### src/design/lru_open_handle_tracker_unit_macros.svh
// Assertion macros for the open-handle tracker.
`ifndef LRU_OPEN_HANDLE_TRACKER_UNIT_MACROS_SVH
`define LRU_OPEN_HANDLE_TRACKER_UNIT_MACROS_SVH

`ifndef SYNTH
`define LOHT_ASSERT(lbl, clk, rst_n, ante, cons) \
	lbl: assert property (@(posedge clk) disable iff (!rst_n) (ante) |-> (cons)) \
		else $error("assertion failed");
`define LOHT_ASSERT_NEXT(lbl, clk, rst_n, ante, cons) \
	lbl: assert property (@(posedge clk) disable iff (!rst_n) (ante) |=> (cons)) \
		else $error("assertion failed");
`else
`define LOHT_ASSERT(lbl, clk, rst_n, ante, cons)
`define LOHT_ASSERT_NEXT(lbl, clk, rst_n, ante, cons)
`endif

`endif

### src/design/loht_ram.sv
// Generic simple dual-port RAM with registered read.
`timescale 1ns / 1ps
`default_nettype none
module loht_ram #(
	parameter int WIDTH = 8,
	parameter int DEPTH = 16,
	localparam int AW = (DEPTH > 1) ? $clog2(DEPTH) : 1
) (
	input wire logic clk,
	input wire logic we,
	input wire logic [AW-1:0] waddr,
	input wire logic [WIDTH-1:0] wdata,
	input wire logic [AW-1:0] raddr,
	output logic [WIDTH-1:0] rdata
);
	logic [WIDTH-1:0] mem_q [DEPTH];
	logic [WIDTH-1:0] rdata_q;

	always_ff @(posedge clk) begin
		if (we) begin
			mem_q[waddr] <= wdata;
		end
		rdata_q <= mem_q[raddr];
	end

	assign rdata = rdata_q;
endmodule
`default_nettype wire

### config.mk
export PLATFORM = sky130hd
export DESIGN_NAME = loht_ram
export DESIGN_NICKNAME = d
export VERILOG_FILES = /design/src/design/lru_open_handle_tracker_unit_macros.svh /design/src/design/loht_ram.sv
export SDC_FILE = /design/constraint.sdc
export NUM_CORES = 1
export LEC_CHECK = 0
export ABC_AREA = 1
export BUFFER_PORTS_ARGS = -buffer_cell sky130_fd_sc_hd__buf_2
export CAP_MARGIN = 10
export CORE_MARGIN = 1
export CORE_UTILIZATION = 61
export CTS_CLUSTER_DIAMETER = 30
export DETAILED_ROUTE_END_ITERATION = 8
export PLACE_DENSITY = 0.82
export SKIP_CTS_REPAIR_TIMING = 1
export SYNTH_ARGS = -nofsm -noshare
export SYNTH_HDL_FRONTEND = slang
export SYNTH_SLANG_ARGS = --single-unit
### constraint.sdc
create_clock -name clk -period 1.05 [get_ports clk]
set_input_delay 0 -clock clk [delete_from_list [all_inputs] [get_ports clk]]
set_output_delay 0 -clock clk [all_outputs]
set_load 0.005 [all_outputs]
* Word level (Yosys, flattened, before mapping) *
Memory sizes are Yosys's and may differ from the RTL's. A register that Yosys moved wholly into a read port is not among the register bits.
Index checks and enable logic that the tools add are counted.

word-level totals
  bits in registers = 0
  RAM bits = 128
  input port bits = 18
  output and inout bits = 8
  memories kept = 1

operators by class
  multiplexer cells = 2

memory list
  memory  words  bits a word  rd ports  clocked after Yosys merged registers in  write ports  RTL line        source
  mem_q   16     8            1         1                                        1            loht_ram.sv:16  logic [WIDTH-1:0] mem_q [DEPTH];

operators by type and width
  cell              number
  1-bit 2-to-1 mux  2

* Depth between registers and ports, before layout *
  depth in word-level cells = 2
  gate-level depth with buffers = 8
  depth with buffers taken out = 7

* Worst setup path before layout *
OpenSTA, ideal clock, no wires.

  path kind = input port to flip-flop
  from = in waddr[3]
  to = mem mem_q[4][0] (enable)
  setup time = 0.370 ns
  arrival time = 0.581 ns
  data required time = 0.680 ns
  setup slack = 0.099 ns
  stages = 2
  path buffers = 0
  cells stage by stage = nand3b_1 > nor2_1

RTL lines
  element      RTL line        source
  from (decl)  loht_ram.sv:11  input wire logic [AW-1:0] waddr,
  to (decl)    loht_ram.sv:16

Straight into the memory's write port.

==> results.cfg <==
[status]
status = completed

[die]
core_um2 = 9200
die_w_um = 99.2
initial_utilization = 0.627
num_rows = 35
die-area_um2 = 9850
io_pins = 26
dieHeight_um = 99.2

[clock_network]
cts_tree = done
cts_htree_levels = 4
clock_sinks = 136
numCtsBuffers = 17
clock_latency_ns = 0.51
clock-root-buffer = clkbuf_8
clk_pin_slew_ns = 0.06
cts_buffer_depth = 2

[finish]
seq_area_um2 = 4000
drive_gt1_frac = 0.153
final_cell_area_um2 = 6910
nFillCells = 548
fin_nets = 624
layout.cells.non_filler = 730
multiInputGateArea_um2 = 1270
fin_util = 0.751
num_antenna_cells = 0
syn2layout_area_growth_pct = 19.8

[critical_path]
path_class = reg -> reg
worstPathMaxFanout = 1
max_stage_delay_ns = 0.38
crit_family = simple AND/OR/NAND/NOR gates
r2r_slack_ns = 0.02
crit_required_ns = 1.45
path_cells = nand2_1, nand2_1, nand2_1, nand3_1, nand3_2, nand2_1
cp_common_cell = nand2_1
cp_data_arrival_time_ns = 1.44
crit_slowest_cell = edfxtp_1
endpoint_kind = register
cp_num_buf_inv = 0
cp-start-kind = register

[sta]
fmax_mhz = 966
fin_worst_skew_ns = 0.00741
min_period_ns = 1.03
fin_tns_setup_ns = 0
hold_viol = 0
tightestPinTransition_ns = 0.432
period_share = 0.986
setup-violations-final = 0
slew-limit-headroom = 0.711
slew_viol_final = 0

[power]
power_frac_seq = 0.455
swShare = 0.216
p_comb_frac = 0.063
finalPower_uw = 13400
p_sw_uw = 2900
power_density_nw_per_um2 = 1940
p_clk_frac = 0.482
p_int_uw = 10500
ir_worst_vdd_mv = 1.11
leakagePower_uw = 0.00302

[global_route]
grt_pass1_vias = 4046
antenna_found_initial = 0
grt.total_usage = 0.294
grt_overflow = 0
grt_max_degree = 65
grt_pass1_wl_um = 21000

[yosys]
synthTopCellsByCount = nand2_1, edfxtp_1, inv_1, nand3_1, nor2_1
yosys_register_bits = 136
synthFlopType = edfxtp_1
syn-cell-area_um2 = 5770
synth_compound_area_frac = 0
ys.warnings.count = 0
yosysUniqueCellTypes = 12
syn_inst = 551
yosysMostFrequentCell = nand2_1
synthAdderAreaFrac = 0
synth.area.top_cells = edfxtp_1, nand2_1, nand3_1
synthArstFlopShare = 0
synth_top_area_share = 0.667
syn_nets = 569
synth_seq_area_share = 0.694
synth.avg_cell_area_um2 = 10.5
synth_top_family_by_area = simple AND/OR/NAND/NOR gates
synth_top_cell_by_area = edfxtp_1
synth_edf_count = 128
muxShareOfSynthArea = 0
synth-xor-area-share = 0
synth_simple_gate_area_frac = 0.210

[route]
ant_nets = 0
drtPass1Iterations = 5
drc = 0
viasPerCell = 5.84
wl_per_cell_um = 19.1
routed-via-count = 4264
initialDrtViolationCount = 595
wl_um = 14000

[placed_design]
port_buffers = 25
dp.cells = 688
place_area_um2 = 6100
post-dp-hpwl_um = 7930
gp_congestion = 0.821

[flow_run]
maxCapViolations = 0

[min_path]
hold_path.class = in -> reg
flip-flops by register name, indices dropped and copies added (netlist names):
signal / count
rdata: 8
mem_q: 128
worst reg2reg max path, cell delays in order, from the launching register on:
cell and delay, ns:
edfxtp_1 0.38, nand2_1 0.09, nand2_1 0.07, nand2_1 0.09, nand3_1 0.14, nand3_2 0.10
nand2_1 0.06
cell usage in the layout (no fill, tap or decap):
cell type        n
buf_12           4
buf_2           25
buf_4           21
bufinv_16        5
clkbuf_16       16
clkbuf_8         2
clkinv_4         1
clkinvlp_4       6
dfxtp_1          8
dlygate4sd3_1   10
edfxtp_1       128
inv_1          100
inv_2            2
inv_6            2
nand2_1        173
nand3_1         86
nand3_2         11
nand3b_1         2
nor2_1          17
metal layers:
layer,vias to the layer above,share of wire,global-route usage
met1,2008,0.38,0.404
met4,0,0.028,0.122
met2,326,0.48,0.464
met3,46,0.12,0.0590
met5,-,0,0
li1,1884,-,-
final timing paths:
kind | cells after the start | to | from
hold reg to reg | 6 | rdata[2]$_DFF_P_ | mem_q[12][2]$_DFFE_PP_
setup / recovery | 6 | rdata[5]$_DFF_P_ | mem_q[13][5]$_DFFE_PP_
hold / removal | 6 | rdata[7]$_DFF_P_ | raddr[1]
setup reg to reg | 6 | rdata[5]$_DFF_P_ | mem_q[13][5]$_DFFE_PP_
power by group through the flow:
stage | Clock (uW) | Sequential, uW | Combinational [uW]
2_1_floorplan | 0 | 6210 | 428
3_3_place_gp | 0 | 6220 | 721
3_5_place_dp | 0 | 6220 | 753
4_1_cts | 6480 | 6110 | 773
5_1_grt | 6700 | 6120 | 907
6_report | 6460 | 6110 | 843
cells by family after synthesis:
kind of cell | count (synthesis)
flip-flops | 136
AND/OR/NAND/NOR | 289
buffers and inverters | 126
final cells by class:
type	count	area share
Tap cell	111	0.0201
Timing Repair Buffer	60	0.0670
Clock inverter	14	0.0321
Multi-Input combinational cell	289	0.184
Clock buffer	18	0.0620
Sequential cell	136	0.580
Inverter	102	0.0554
per-stage QoR:
| step | hold slack [ns] | worst slack (ns) |
|---|---|---|
| after floorplan | 0.0989 | 0.0992 |
| after global placement | 0.359 | 0.0393 |
| after detailed placement | 0.367 | 0.0189 |
| after CTS | -0.157 | 0.00824 |
| after global routing | 0.108 | -0.0525 |
| final | 0.0871 | 0.0151 |
Note: power is estimated with default switching activity, not from simulation.
