===== src/design/lru_open_handle_tracker_unit_macros.svh =====
// Assertion macros for the open-handle tracker.
`ifndef LRU_OPEN_HANDLE_TRACKER_UNIT_MACROS_SVH
`define LRU_OPEN_HANDLE_TRACKER_UNIT_MACROS_SVH

`ifndef SYNTH
`define LOHT_ASSERT(lbl, clk, rst_n, ante, cons) \
	lbl: assert property (@(posedge clk) disable iff (!rst_n) (ante) |-> (cons)) \
		else $error("assertion failed");
`define LOHT_ASSERT_NEXT(lbl, clk, rst_n, ante, cons) \
	lbl: assert property (@(posedge clk) disable iff (!rst_n) (ante) |=> (cons)) \
		else $error("assertion failed");
`else
`define LOHT_ASSERT(lbl, clk, rst_n, ante, cons)
`define LOHT_ASSERT_NEXT(lbl, clk, rst_n, ante, cons)
`endif

`endif


===== src/design/loht_pkg.sv =====
// Shared types and constants of the open-handle tracker.
`timescale 1ns / 1ps
`default_nettype none
package loht_pkg;
	localparam int LEAVES_DEF = 64;
	localparam int KINDS = 3;
	localparam int STAMP_W = 64;
	localparam int COUNT_W = 8;
	localparam int LEAF_PORT_W = 6;
	localparam int KIND_PORT_W = 2;

	localparam logic [COUNT_W-1:0] MAX_OPEN_RST = 8'd16;
	localparam logic [COUNT_W-1:0] COUNT_MAX = 8'd255;
	localparam logic [KIND_PORT_W-1:0] KIND_MAX = 2'd2;

	typedef enum logic [0:0] {
		OP_ACCESS = 1'b0,
		OP_CLOSE_ALL = 1'b1
	} opcode_t;

	typedef struct packed {
		logic is_open;
		logic [STAMP_W-1:0] stamp;
	} entry_t;

	typedef struct packed {
		logic start;
		logic sample;
	} scan_ctl_t;
endpackage
`default_nettype wire


===== src/design/loht_scan.sv =====
// Running oldest-stamp search over a stream of memory entries.
`timescale 1ns / 1ps
`default_nettype none
module loht_scan import loht_pkg::*; #(
	parameter int LEAVES = LEAVES_DEF,
	localparam int ENTRIES = KINDS * LEAVES,
	localparam int ENTRY_W = (ENTRIES > 1) ? $clog2(ENTRIES) : 1,
	localparam int LEAF_W = (LEAVES > 1) ? $clog2(LEAVES) : 1
) (
	input wire logic clk,
	input wire logic arst_n,
	input wire scan_ctl_t ctl,
	input wire entry_t entry,
	input wire logic [ENTRY_W-1:0] addr,
	input wire logic [LEAF_W-1:0] leaf,
	input wire logic [KIND_PORT_W-1:0] kind,
	output logic found,
	output logic [ENTRY_W-1:0] best_addr,
	output logic [LEAF_W-1:0] best_leaf,
	output logic [KIND_PORT_W-1:0] best_kind
);
	logic found_q;
	logic [STAMP_W-1:0] best_stamp_q;
	logic [ENTRY_W-1:0] best_addr_q;
	logic [LEAF_W-1:0] best_leaf_q;
	logic [KIND_PORT_W-1:0] best_kind_q;
	logic take;

	assign take = ctl.sample && entry.is_open && (!found_q || (entry.stamp < best_stamp_q));

	always_ff @(posedge clk or negedge arst_n) begin
		if (!arst_n) begin
			found_q <= 1'b0;
		end else if (ctl.start) begin
			found_q <= 1'b0;
		end else if (take) begin
			found_q <= 1'b1;
		end
	end

	always_ff @(posedge clk) begin
		if (take) begin
			best_stamp_q <= entry.stamp;
			best_addr_q <= addr;
			best_leaf_q <= leaf;
			best_kind_q <= kind;
		end
	end

	assign found = found_q;
	assign best_addr = best_addr_q;
	assign best_leaf = best_leaf_q;
	assign best_kind = best_kind_q;
endmodule
`default_nettype wire


===== config.mk =====
export PLATFORM = sky130hd
export DESIGN_NAME = loht_scan
export DESIGN_NICKNAME = d
export VERILOG_FILES = /design/src/design/lru_open_handle_tracker_unit_macros.svh /design/src/design/loht_pkg.sv /design/src/design/loht_scan.sv
export SDC_FILE = /design/constraint.sdc
export NUM_CORES = 1
export LEC_CHECK = 0
export BUFFER_PORTS_ARGS = -buffer_cell sky130_fd_sc_hd__buf_2
export CAP_MARGIN = 20
export CORE_MARGIN = 2
export CORE_UTILIZATION = 40
export DETAILED_ROUTE_END_ITERATION = 8
export PLACE_DENSITY = 0.64
export SKIP_CTS_REPAIR_TIMING = 1
export SYNTH_ARGS = -nofsm -noshare
export SYNTH_HDL_FRONTEND = slang
export SYNTH_SLANG_ARGS = --single-unit

===== constraint.sdc =====
create_clock -name clk -period 5.8 [get_ports clk]
set_input_delay 0.58 -clock clk [delete_from_list [all_inputs] [get_ports clk]]
set_output_delay 0.58 -clock clk [all_outputs]
set_load 0.1 [all_outputs]

Word-level counts from Yosys, hierarchy flattened
Cells that the tools add are included.
- bits of input ports: 85
- register bits after elaboration: 81
- order comparisons: 1
- multiplexer cells: 2
- reduce and logical (&&, ||, !) cells: 5
- operators by type and width (operator ; number):
    less-than comparator 64 bit ; 1
    logical AND 1 bit ; 2
    2-to-1 mux 1 bit ; 2
    nonzero test 2 bit ; 1
    logical NOT 1 bit ; 1
    logical OR 1 bit ; 1

Longest topological paths before layout
Gate-level depths: netlist (run 1).
- word-level depth: 5
- depth in mapped cells: 8

Worst setup path before layout (run 1)
OpenSTA, ideal clock, no wires.
- path type: input port to flip-flop
- from: in entry[14] (netlist bit)
- to: reg best_addr_q[0] (netlist: best_addr[0]) (enable)
- required time: 5.348 ns
- stages on the path: 7
- setup slack: 1.600 ns
- arrival time: 3.748 ns
- buffers on the path: 0
- cells stage by stage: ha_1 and3_2 o21ai_0 o41ai_2 a211o_1 a21oi_1 o31a_1
- word-level cells in the longest chain between the ends: 3
- RTL lines (what ; line ; RTL):
    start: declaration ; loht_scan.sv:13 ; input wire entry_t entry,
    less-than comparator 64 bit ; loht_scan.sv:29 ; assign take = ctl.sample && entry.is_open && (!found_q || (entry.stamp < best_stamp_q));
    logical OR 1 bit ; loht_scan.sv:29 ;
    logical AND 1 bit ; loht_scan.sv:29 ;
    net take ; loht_scan.sv:27 ; logic take;
    end signal: assignment ; loht_scan.sv:44 ; best_addr_q <= addr;
    end: declaration ; loht_scan.sv:24 ; logic [ENTRY_W-1:0] best_addr_q;
The timed path passes the listed nets, and every way through them passes these cells.
A chain may end at the register's enable or synchronous reset.

Final worst setup path (run 1)
- from: reg best_stamp_q[55]
- to: reg best_stamp_q[9] (enable)
- word-level cells in the longest chain between the ends: 3
- RTL lines (what ; line ; RTL):
    start: declaration ; loht_scan.sv:23 ; logic [STAMP_W-1:0] best_stamp_q;
    start signal: assignment ; loht_scan.sv:43 ; best_stamp_q <= entry.stamp;
    less-than comparator 64 bit ; loht_scan.sv:29 ;
    logical OR 1 bit ; loht_scan.sv:29 ;
    logical AND 1 bit ; loht_scan.sv:29 ;
    net take ; loht_scan.sv:27 ;
The timed path passes the listed nets, and every way through them passes these cells.

==> results of run 1 <==
==> state kept, by name (all words and copies together) (netlist names) <==
name / cells
best_stamp_q: 64
best_kind: 2
found: 1
best_addr: 8
best_leaf: 6
==> cells by family (layout without fill, tap and decap cells) <==
group | after synthesis | count (layout) | share of synthesized area
flops | 81 | 81 | 0.596
buf+inv | 67 | 188 | 0.0618
fa+ha+maj | 63 | 63 | 0.194
compound gates | 55 | 55 | 0.0876
simple gates | 47 | 47 | 0.0606
==> where the power goes <==
group	internal [mW]	total [mW]	leakage, nW	switching (mW)
clock	0.206	0.424	0.0992	0.218
sequential	0.695	0.705	0.773	0.00974
combinational	0.0857	0.251	1.49	0.165
==> placed cells by master, fill, tap and decap left out, types with 2 or more instances in the layout <==
cell | synthesis | routed
nand2_1 | 15 | 15
nand3_1 | 3 | 3
o21ai_1 | 4 | 4
clkbuf_8 | 0 | 9
o21ai_0 | 7 | 7
nor3_1 | 2 | 2
inv_6 | 0 | 2
nor2b_1 | 2 | 2
a21oi_1 | 26 | 26
ha_1 | 63 | 63
buf_4 | 0 | 2
a211oi_1 | 3 | 3
buf_2 | 0 | 101
nand4_1 | 12 | 12
clkinvlp_4 | 0 | 2
a21o_1 | 4 | 4
inv_1 | 67 | 67
edfxtp_1 | 80 | 80
nor4_1 | 2 | 2
nor2_1 | 6 | 6
==> per-layer routing <==
| layer | up-vias | GRT usage | part of all wire |
|---|---|---|---|
| li1 | 1367 | - | - |
| met1 | 1213 | 0.188 | 0.46 |
| met2 | 95 | 0.224 | 0.46 |
| met3 | 6 | 0.0437 | 0.072 |
| met4 | 0 | 0.0371 | 0.0084 |
| met5 | - | 0 | 0 |
==> path summary, 6_finish.rpt <==
check / from / endpoint / slack [ns]
worst max-delay path: best_stamp_q[55] / best_stamp_q[9] / 2.81
worst min register to register: found / found / 0.56
max in group asynchronous: arst_n / found / 5.20
worst min-delay path: ctl[1] / found / 0.37
min in group asynchronous: arst_n / found / 0.52
worst max register to register: best_stamp_q[55] / best_stamp_q[9] / 2.81
==> stage by stage <==
| stage | power (mW) | utilization | hold WS, ns | instances | worst slack (ns) |
|---|---|---|---|---|---|
| floorplan | 0.890 | - | 0.284 | 313 | 1.60 |
| detailed placement | 0.971 | 0.487 | 0.359 | 550 | 2.40 |
| CTS | 1.40 | 0.509 | -0.0336 | 566 | 2.74 |
| global route | 1.45 | 0.510 | 0.364 | 567 | 2.54 |
| global placement | 0.961 | 0.485 | 0.355 | 549 | 1.98 |
| finish | 1.38 | 0.510 | 0.369 | 567 | 2.81 |
==> final cells by class <==
| class | instances | area share |
|---|---|---|
| sequential | 81 | 0.485 |
| multi-input combinational | 165 | 0.278 |
| clock buffer | 9 | 0.0247 |
| tap | 133 | 0.0332 |
| timing repair buffer | 105 | 0.111 |
| clock inverter | 7 | 0.0175 |
| inverter | 67 | 0.0502 |
==> results.tsv, run 1 <==
stage	metric	value	unit
critical_path	CP top delay family	compound AO/OA/AOI/OAI gates	
power	pwr/cell area	276	nW/um^2
critical_path	sum of buffers and inverters on the critical path	2	
yosys	Synth Cell Area	4070	sq um
yosys	top cell type's share of synthesized area	0.590	
layout	ant diodes	0	
sta	crit share post-route	0.516	
run	Max-cap violations	0	
sta	Worst Skew	0.0134	ns
critical_path	Worst Setup End Kind	register	
grt	Overflow after GRT	0	
grt	initial antenna violation count	1	
critical_path	Req. time, crit path	5.84	ns
floorplan	Starting Density	0.415	
grt	largest net degree at the start of global routing	26	
floorplan	core region area	9820	sq um
drt	via count	2681	
layout	Fillers	904	
floorplan	DIE WIDTH	105	um
critical_path	instance count on the critical path	9	
sta	setup tns final	0	ns
yosys	post-synthesis register bit count	81	
layout	FF/Latch Area	2430	sq um
critical_path	R2R cell count	9	
layout	Final Net Count	577	
cts	H-Tree Depth	3	
sta	worst-margin pin slew	0.673	ns
grt	Global Route Usage Sum	0.141	
yosys	Synth Warn #	0	
sta	crit path time final	2.99	ns
sta	Max Fclk	334	MHz
drt	final wirelength	7400	um
grt	first-pass GRT wire length	12300	um
drt	DR pass1 iterations	4	
critical_path	CP cell instances	inv_1 -> ha_1 -> a21oi_1 -> o21ai_0 -> a211oi_1 -> o32ai_1 -> o31ai_1 -> o31a_2 -> buf_4	
cts	TritonCTS Buffers	9	
min_path	Hold WC Path Type	in -> reg	
floorplan	die area	11000	sq um
yosys	mean post-synth cell area	13.0	sq um
layout	area of the multi-input gates	1390	sq um
critical_path	worst-path fanout max	23	
yosys	asr flop ratio synth	0.0123	
cts	clock sink count	81	
cts	Clock transition at path regs	0.09	ns
outcome	status	finished clean	
critical_path	Crit Path Class	reg -> reg	
cts	CTS Root Cell	clkbuf_8	
cts	worst skew pair latency	0.35	ns
floorplan	Cell Rows	36	
placement	# port buffers	101	
yosys	count leader, synth	edfxtp_1	
drt	number of DRC markers in iteration 0	98	
yosys	top cells by area, synth	edfxtp_1, ha_1, inv_1	
layout	final instance area	5010	sq um
layout	P&R area growth vs syn	23.0	%
sta	final hold vios	0	
min_path	hold path depth	2	
drt	Via density	4.73	
floorplan	io pins	102	
yosys	top_reg_cell synth	edfxtp_1	
critical_path	Worst Path Arrival	3.03	ns
placement	GP Congestion	0.809	
drt	DR WL/cell	13.0	um
power	leakage power	2.36	nW
layout	layout cells sized above 1	0.293	
cts	CTS tree	built	
yosys	Distinct cells, synth	32	
placement	DP HPWL	5930	um
critical_path	CP max stage delay	0.64	ns
yosys	area leader, netlist	edfxtp_1	
drt	drt drc	0	
critical_path	slowest CP cell	o31a_2	
yosys	EDFF count, synth	80	
yosys	Syn Inst Count	313	
sta	final slew viol count	0	
placement	placed cell area	4790	sq um
sta	RSZ-0062 raised after global routing	no	
power	Peak supply drop	0.151	mV
grt	number of global-route vias before repair	2672	
cts	CTS max path bufs	2	
sta	relative slew slack	0.551	
sta	final setup vio count	0	
yosys	syn nets	461	
drt	post-route antenna net violation count	0	
yosys	sequential share of the synthesized area	0.596	
critical_path	startpoint types	register	
yosys	Post-synth top cells	edfxtp_1, inv_1, ha_1, a21oi_1, nand2_1	
floorplan	Die Y	105	um
No activity file was read; power rests on OpenSTA's default activity.
==> run 2, diff against run 1 <==
==> constraint.sdc (replaced) <==
create_clock -name clk -period 2.8 [get_ports clk]
set_input_delay 0.28 -clock clk [delete_from_list [all_inputs] [get_ports clk]]
set_output_delay 0.28 -clock clk [all_outputs]
set_load 0.1 [all_outputs]
==> results.tsv, run 2 (synthesized netlist as in run 1, its figures left out) <==
stage	metric	value	unit	change
drt	via count	2661		-0.75%
placement	# port buffers	101		unchanged
layout	layout cells sized above 1	0.289		-0.00394
sta	final hold vios	0		unchanged
power	pwr/cell area	575	nW/um^2	+110%
power	leakage power	2.37	nW	+0.52%
layout	Fillers	886		-2.0%
layout	most frequent cells in the layout	buf_2, edfxtp_1, inv_1, ha_1, a21oi_1		
floorplan	Starting Density	0.415		unchanged
critical_path	Crit Path Class	reg -> reg		
grt	Global Route Usage Sum	0.146		+0.00482
critical_path	Worst Path Arrival	2.57	ns	-0.46 ns
cts	H-Tree Depth	3		unchanged
floorplan	Die Y	105	um	unchanged
power	Tot Pwr	2.89	mW	+110%
cts	CTS tree	built		
min_path	Hold WC Path Type	in -> reg		
critical_path	Worst Setup End Kind	register		
sta	Max Fclk	394	MHz	+18%
layout	Biggest register	best_stamp_q		
critical_path	worst-path fanout max	51		+120%
placement	GP Congestion	0.749		-7.4%
floorplan	Cell Rows	36		unchanged
sta	hold_ws	0.0727	ns	-0.296 ns
sta	crit share post-route	0.907		+0.391
sta	final setup vio count	0		unchanged
layout	final instance area	5020	sq um	+0.27%
floorplan	DIE WIDTH	105	um	unchanged
drt	DR WL/cell	13.2	um	+1.2%
drt	Via density	4.70		-0.57%
drt	DR pass1 iterations	6		+2
drt	number of DRC markers in iteration 0	52		-47%
layout	P&R area growth vs syn	23.4	%	
placement	DP HPWL	5950	um	+0.28%
drt	final wirelength	7480	um	+1.0%
critical_path	Req. time, crit path	2.83	ns	-3.01 ns
run	Max-cap violations	0		unchanged
power	Peak supply drop	0.206	mV	+36%
sta	crit path time final	2.54	ns	-0.452 ns
cts	worst skew pair latency	0.35	ns	about the same
floorplan	io pins	102		unchanged
cts	Clock transition at path regs	0.08	ns	about the same
sta	worst-margin pin slew	0.488	ns	-0.185 ns
outcome	status	finished clean		
sta	relative slew slack	0.677		+0.126
layout	Final Net Count	576		-0.17%
critical_path	startpoint types	register		
drt	post-route antenna net violation count	0		unchanged
grt	Overflow after GRT	0		unchanged
grt	first-pass GRT wire length	12700	um	+2.7%
grt	largest net degree at the start of global routing	52		+100%
layout	Finished Core Util	0.511		+0.00140
cts	CTS max path bufs	2		unchanged
layout	ant diodes	0		unchanged
grt	initial antenna violation count	0		-1
grt	number of global-route vias before repair	2828		+5.8%
cts	CTS Root Cell	clkbuf_8		
placement	placed cell area	4790	sq um	+0.10%
layout	most common cell after layout, fill and taps aside	buf_2		
sta	RSZ-0062 raised after global routing	no		
layout	max reg flops	64		unchanged
cts	clock sink count	81		unchanged
drt	drt drc	0		unchanged
sta	Worst Skew	0.00907	ns	-0.00435 ns
sta	final slew viol count	0		unchanged
sta	setup tns final	0	ns	unchanged
floorplan	die area	11000	sq um	unchanged
cts	TritonCTS Buffers	9		unchanged
floorplan	core region area	9820	sq um	unchanged
-- run 2: changes by cell type in the layout (fill, tap and decap cells not counted) --
cell	before	now
clkinv_4	1	0
clkinv_2	0	2
o31a_4	0	1
buf_4	2	0
a21oi_1	26	25
o31a_2	1	0
inv_6	2	0
clkinvlp_4	2	1
clkinv_8	1	0
a21oi_2	0	1
clkinv_1	0	2
bufinv_16	1	2
buf_12	0	1
-- run 2: worst paths after layout --
kind | slack [ns] | from | cells past startpoint | end
min in group asynchronous | 0.23 | arst_n | 2 | found
max in group asynchronous | 2.49 | arst_n | 2 | found
worst min register to register | 0.57 | found | 2 | found
worst max register to register | 0.26 | best_stamp_q[14] | 9 | best_stamp_q[3]
worst min-delay path | 0.07 | ctl[1] | 2 | found
worst max-delay path | 0.26 | best_stamp_q[14] | 9 | best_stamp_q[3]
-- run 2: power breakdown --
group,internal (mW),switching (mW),total [mW]
clock,0.493,0.413,0.906
sequential,1.44,0.0210,1.46
combinational,0.181,0.342,0.523
total,2.11,0.775,2.89
-- run 2: routing by layer --
metal | track usage | up-vias | wire [um]
met5 | 0 | - | 0
met4 | 0.0610 | 0 | 134
met3 | 0.0362 | 12 | 460
met2 | 0.243 | 80 | 3370
met1 | 0.180 | 1200 | 3510
li1 | - | 1369 | -
-- run 2: through the flow --
stage | setup WS [ns] | std cells
after floorplan | 0.232 | 313
after global placement | 0.177 | 549
after detailed placement | 0.0988 | 549
after CTS | 0.137 | 565
after global routing | 0.0799 | 566
final | 0.260 | 566
-- run 2: final cells by class --
cell class / count / area (sq um) / area share
repair buffers: 104 / 563 / 0.112
clock inverters: 7 / 85.1 / 0.0169
clock buffers: 9 / 124 / 0.0247
well taps: 133 / 166 / 0.0331
inverters: 67 / 251 / 0.0501
multi-input cells: 165 / 1400 / 0.280
flip-flops and latches: 81 / 2430 / 0.483
-- run 2: critical path: stages (launching register included) --
cell and delay (ns):
edfxtp_1 0.38, inv_1 0.06, ha_1 0.24, a21o_2 0.22, o21ai_0 0.23, o41ai_2 0.11, a211o_1 0.30, a21oi_2 0.20
o31a_4 0.20, buf_16 0.26
